[config.mk]
export PLATFORM = sky130hd
export DESIGN_NAME = dct_ctrl
export DESIGN_NICKNAME = d
export VERILOG_FILES = /design/src/rtl/core/dct_pkg.sv /design/src/rtl/core/dct_ctrl.sv
export SDC_FILE = /design/constraint.sdc
export NUM_CORES = 1
export LEC_CHECK = 0
export CELL_PAD_IN_SITES_DETAIL_PLACEMENT = 0
export CELL_PAD_IN_SITES_GLOBAL_PLACEMENT = 1
export CORE_AREA = 2 2 39 41
export DETAILED_ROUTE_END_ITERATION = 8
export DIE_AREA = 0 0 41 43
export DONT_BUFFER_PORTS = 1
export PLACE_DENSITY_LB_ADDON = 0.1
export SYNTH_ARGS = -nofsm -noshare
export SYNTH_HDL_FRONTEND = slang
export SYNTH_SLANG_ARGS = --single-unit
[constraint.sdc]
create_clock -name clk_i -period 1.4 [get_ports clk_i]
set_input_delay 0.28 -clock clk_i [delete_from_list [all_inputs] [get_ports clk_i]]
set_output_delay 0.28 -clock clk_i [all_outputs]
set_load 0.005 [all_outputs]
[src/rtl/core/dct_pkg.sv]
// Shared types, constants and state encoding of the dark channel transmission block.
`default_nettype none
package dct_pkg;

  localparam int MAX_WIDTH = 2048;
  localparam int WINDOW    = 15;
  localparam int LINES     = WINDOW + 1;
  localparam int WIN_LO    = WINDOW / 2;
  localparam int WIN_HI    = WINDOW - 1 - WINDOW / 2;
  localparam int COL_W     = $clog2(MAX_WIDTH);
  localparam int LINE_W    = $clog2(LINES);
  localparam int MEM_DEPTH = LINES * MAX_WIDTH;

  localparam logic [2:0] CFG_IMAGE_WIDTH  = 3'd0;
  localparam logic [2:0] CFG_IMAGE_HEIGHT = 3'd1;
  localparam logic [2:0] CFG_OUTPUT_MODE  = 3'd2;
  localparam logic [2:0] CFG_INVERT_INPUT = 3'd3;
  localparam logic [2:0] CFG_GAIN_CH0     = 3'd4;
  localparam logic [2:0] CFG_GAIN_CH1     = 3'd5;
  localparam logic [2:0] CFG_GAIN_CH2     = 3'd6;
  localparam logic [2:0] CFG_HAZE_KEEP    = 3'd7;

  localparam logic FUNC_PIXEL = 1'b0;
  localparam logic FUNC_FLUSH = 1'b1;

  typedef struct packed {
    logic       func;
    logic [7:0] chan0;
    logic [7:0] chan1;
    logic [7:0] chan2;
  } in_item_t;

  typedef struct packed {
    logic signed [16:0] pixel_value;
    logic               frame_end;
  } out_item_t;

  typedef enum logic [3:0] {
    ST_IDLE,
    ST_PIX_PREP,
    ST_PIX_WRITE,
    ST_PIX_CMP,
    ST_EM_WRAP,
    ST_EM_BOUNDS,
    ST_EM_READ,
    ST_EM_DRAIN,
    ST_EM_MUL,
    ST_EM_OUT
  } state_e;

  typedef struct packed {
    logic take;
    logic pix_prep;
    logic pix_write;
    logic em_wrap;
    logic em_bounds;
    logic rd_issue;
    logic mul;
    logic out_load;
  } cmd_t;

  typedef struct packed {
    logic in_func;
    logic input_done;
    logic emit_due;
    logic last_addr;
    logic out_free;
  } sts_t;

endpackage
`default_nettype wire

[src/rtl/core/dct_ctrl.sv]
// Controller state machine sequencing pixel writes and window-minimum reads.
`default_nettype none
module dct_ctrl (
  input  wire logic          clk_i,
  input  wire logic          rst_ni,
  input  wire logic          in_valid_i,
  output logic               in_stall_o,
  input  wire dct_pkg::sts_t sts_i,
  output dct_pkg::cmd_t      cmd_o
);

  dct_pkg::state_e state_q, state_d;
  logic accept;

  assign in_stall_o = (state_q != dct_pkg::ST_IDLE);
  assign accept     = in_valid_i && (state_q == dct_pkg::ST_IDLE);

  always_ff @(posedge clk_i or negedge rst_ni) begin
    if (!rst_ni) begin
      state_q <= dct_pkg::ST_IDLE;
    end else begin
      state_q <= state_d;
    end
  end

  always_comb begin
    state_d = state_q;
    unique case (state_q)
      dct_pkg::ST_IDLE: begin
        if (accept) begin
          if (sts_i.in_func == dct_pkg::FUNC_PIXEL) begin
            state_d = dct_pkg::ST_PIX_PREP;
          end else if (sts_i.input_done) begin
            state_d = dct_pkg::ST_EM_WRAP;
          end
        end
      end
      dct_pkg::ST_PIX_PREP:  state_d = dct_pkg::ST_PIX_WRITE;
      dct_pkg::ST_PIX_WRITE: state_d = dct_pkg::ST_PIX_CMP;
      dct_pkg::ST_PIX_CMP: begin
        state_d = sts_i.emit_due ? dct_pkg::ST_EM_WRAP : dct_pkg::ST_IDLE;
      end
      dct_pkg::ST_EM_WRAP:   state_d = dct_pkg::ST_EM_BOUNDS;
      dct_pkg::ST_EM_BOUNDS: state_d = dct_pkg::ST_EM_READ;
      dct_pkg::ST_EM_READ: begin
        if (sts_i.last_addr) begin
          state_d = dct_pkg::ST_EM_DRAIN;
        end
      end
      dct_pkg::ST_EM_DRAIN:  state_d = dct_pkg::ST_EM_MUL;
      dct_pkg::ST_EM_MUL:    state_d = dct_pkg::ST_EM_OUT;
      dct_pkg::ST_EM_OUT: begin
        if (sts_i.out_free) begin
          state_d = dct_pkg::ST_IDLE;
        end
      end
      default: state_d = dct_pkg::ST_IDLE;
    endcase
  end

  always_comb begin
    cmd_o           = '0;
    cmd_o.take      = accept;
    cmd_o.pix_prep  = (state_q == dct_pkg::ST_PIX_PREP);
    cmd_o.pix_write = (state_q == dct_pkg::ST_PIX_WRITE);
    cmd_o.em_wrap   = (state_q == dct_pkg::ST_EM_WRAP);
    cmd_o.em_bounds = (state_q == dct_pkg::ST_EM_BOUNDS);
    cmd_o.rd_issue  = (state_q == dct_pkg::ST_EM_READ);
    cmd_o.mul       = (state_q == dct_pkg::ST_EM_MUL);
    cmd_o.out_load  = (state_q == dct_pkg::ST_EM_OUT) && sts_i.out_free;
  end

`ifndef SYNTHESIS
  a_read_ends_in_drain: assert property (@(posedge clk_i) disable iff (!rst_ni)
    (state_q == dct_pkg::ST_EM_READ && sts_i.last_addr) |=> (state_q == dct_pkg::ST_EM_DRAIN))
    else $error("read sweep did not end in drain");
  a_stall_while_busy: assert property (@(posedge clk_i) disable iff (!rst_ni)
    (state_q == dct_pkg::ST_PIX_CMP) |-> in_stall_o)
    else $error("input open while pixel in work");
  a_flush_idle_when_pending: assert property (@(posedge clk_i) disable iff (!rst_ni)
    (accept && sts_i.in_func == dct_pkg::FUNC_FLUSH && !sts_i.input_done)
      |=> (state_q == dct_pkg::ST_IDLE))
    else $error("ignored flush started work");
`endif

endmodule
`default_nettype wire

==> metrics <==
filler instances=~140; vias in the first global route=411; Final Hold Fails=0; Final Critical Period=1540 ps; worst r2r src=state_q[1]$_DFFE_PN0P_; leakage power=between 0.0002 and 0.0003 µW; mux share of post-synthesis cell area=3.00%; worst hold path class=in -> reg; post-synthesis compound-gate area fraction=9.33%; XOR/XNOR Fraction of Synth Area=0%; Total GRT Usage=16.3%; Vias/cell=5.08; Max Buffers Root-to-Sink=2; failing checks=setup timing; Post-Synthesis Cells=44; number of port buffers=0; initial antenna violation count=0; Die W=between 40 and 50 µm; sequential fraction of the synthesis area=a little over a quarter; Site Rows=14; hold path cells=3; Final nets=71; Reg area=105 µm²; hold path start=sts_i[0]; largest net degree at the start of global routing=7; routability cong.=0.683; Worst Reg-to-Reg Cells=6; clock sink count=4; Max-cap violations=0; hold endpoint=state_q[3]$_DFFE_PN0P_; Synth Area in Simple Gates=between 40% and 50%; die height=between 40 and 50 µm; Worst Clk Skew=4.63 ps; ys flop type=dfrtp_1; detailed-route via count=391; fin crit share=110%; setup slack at placement=-66.7 ps; DRT iter0 DRCs=1; CTS root buf=clkbuf_4; syn avg cell area=8.53 µm²; final setup fails=10; CTS tree=built; final slew viol count=0; post-synthesis adder-cell area fraction=0%; synthesized flop and latch total=4; Top Ports=17; number of flip-flops under the largest register name=4; CP Launch Type=flip-flop; Layout Area Growth over Synthesis=75.0%; R2R Setup Slk=-140 ps; final worst slack=-144 ps; Post-Route Utilization=between 40% and 50%; fmax=about 650 MHz; Mapped Nets=52; Worst setup EP type=flip-flop; Synth cell types=27; Worst Tran Pin Value=~260 ps; DPL Wire Length=786 µm; Core Area=about 1400 µm²; EDFF count, synth=0; RSZ-0062 raised after global routing=yes; Placed Area=around 420 µm²; required time worst endpoint=1520 ps; multi-input combinational cell area=between 300 and 400 µm²; crit-path max FO=3; DR pass1 iterations=5; die outline area=approximately 1800 µm²; WP data arrival=1660 ps; R2R Path End=state_q[0]$_DFFE_PN0P_; Overflow after GRT=0; clock-pin slew on the worst setup and hold paths=40 ps; Clk Latency, worst-skew pair=240 ps; WS Path Type=reg -> reg; Regs by FF count=state_q (4); synth warn=0; total wire length=around 1100 µm; initial core utilization=27.1%; post-synthesis cell area=375 µm²; Antenna Diode Count=0; Num CTS Buffers=3; H-tree depth=1; Slew headroom=82.3%; share of cells above drive strength 1=67.2%; status=finished with violations; ANT nets after route=0; Peak VDD IR=0.000948 V; design area=657 µm²; P per Cell Area=~2400 nW/µm²; Async SR Flop Fraction=100%; main combinational cell family by area after synthesis=simple AND/OR/NAND/NOR gates; Most flops, register=state_q; first-pass GRT wire length=1850 µm; drt drc=0; per-cell routed wire length=between 10 and 15 µm
## worst max-delay path, stage by stage, from the launching register on
cell      delay (ps)
dfrtp_2          430
buf_4            150
buf_4            130
nor2_1           150
o21ai_1          120
o311ai_2         100
mux2_1           350
## cells by family after synthesis
family	Yosys count
AO/OA/AOI/OAI	6
buffers and inverters	6
flip-flops	4
multiplexers	1
AND/OR/NAND/NOR	27
## cells in the final DEF, fill, tap and decap left out, types with 2 or more instances in the layout
cell type and instances:
dfrtp_2 4, nor2_2 2, buf_6 8, nand2b_4 3
o21ai_1 2, nand2_1 3, nor3_1 2, clkbuf_4 3
buf_4 9, nor3_4 3
## final cells by class
class / count / area share, %
multi-input cells: 34 / 48.4
repair buffers: 19 / 28.6
clock buffers: 3 / 3.43
inverters: 1 / 0.571
well taps: 16 / 3.05
flip-flops and latches: 4 / 16.0
## cells in the mapped netlist (2+ instances only)
master / n / area (µm²)
a21oi_1: 2 / 10.0
nor2b_1: 2 / 12.5
dfrtp_1: 4 / 100
buf_6: 3 / 33.8
nand2_1: 4 / 15.0
nor2_1: 4 / 15.0
nor3_1: 5 / 25.0
## report_power, final
| group | internal, µW | leakage (µW) | switching, µW |
|---|---|---|---|
| sequential | 179 | 0.0000456 | 90.4 |
| combinational | 656 | 0.000205 | 501 |
| clock | 96.2 | 0.0000138 | 52.3 |
| total | 931 | 0.000264 | 643 |
## how the worst max path moves through the flow
stage	cells past startpoint	startpoint	end
after floorplan	5	state_q[1]$_DFFE_PN0P_	state_q[0]$_DFFE_PN0P_
after global placement	5	state_q[3]$_DFFE_PN0P_	state_q[0]$_DFFE_PN0P_
after detailed placement	5	state_q[3]$_DFFE_PN0P_	state_q[0]$_DFFE_PN0P_
after CTS	3	state_q[1]$_DFFE_PN0P_	cmd_o[7]
after global routing	3	state_q[1]$_DFFE_PN0P_	cmd_o[7]
final	6	state_q[1]$_DFFE_PN0P_	state_q[0]$_DFFE_PN0P_
## repair_timing
| item | 4_1_cts | 5_1_grt |
|---|---|---|
| hold buffers | 1 | 0 |
| setup endpoints to repair | 10 | 11 |
| buffers inserted | 5 | 4 |
| gates resized for setup | 23 | 10 |
| endpoints found under the hold margin | 4 | 0 |
| pin swaps | 3 | 3 |
## routing by layer
metal  track usage, %  vias up  part of all wire (%)
li1                 -      186                     -
met4             8.00        0                     0
met2             25.9       14                    56
met5                0        -                     0
met3             7.33        0                   6.6
met1             17.2      191                    38
## stage by stage
| stage | setup TNS [ps] | hold slack [ps] | std cells | total power, µW |
|---|---|---|---|---|
| CTS | -577 | 253 | 73 | 1350 |
| global placement | -34.5 | -15.5 | 64 | 876 |
| finish | -667 | 259 | 77 | 1570 |
| detailed placement | -66.7 | -15.5 | 64 | 892 |
| floorplan | -29.9 | -15.6 | 44 | 727 |
| global route | -1340 | 256 | 77 | 1690 |
(Power assumes the default switching activity.)
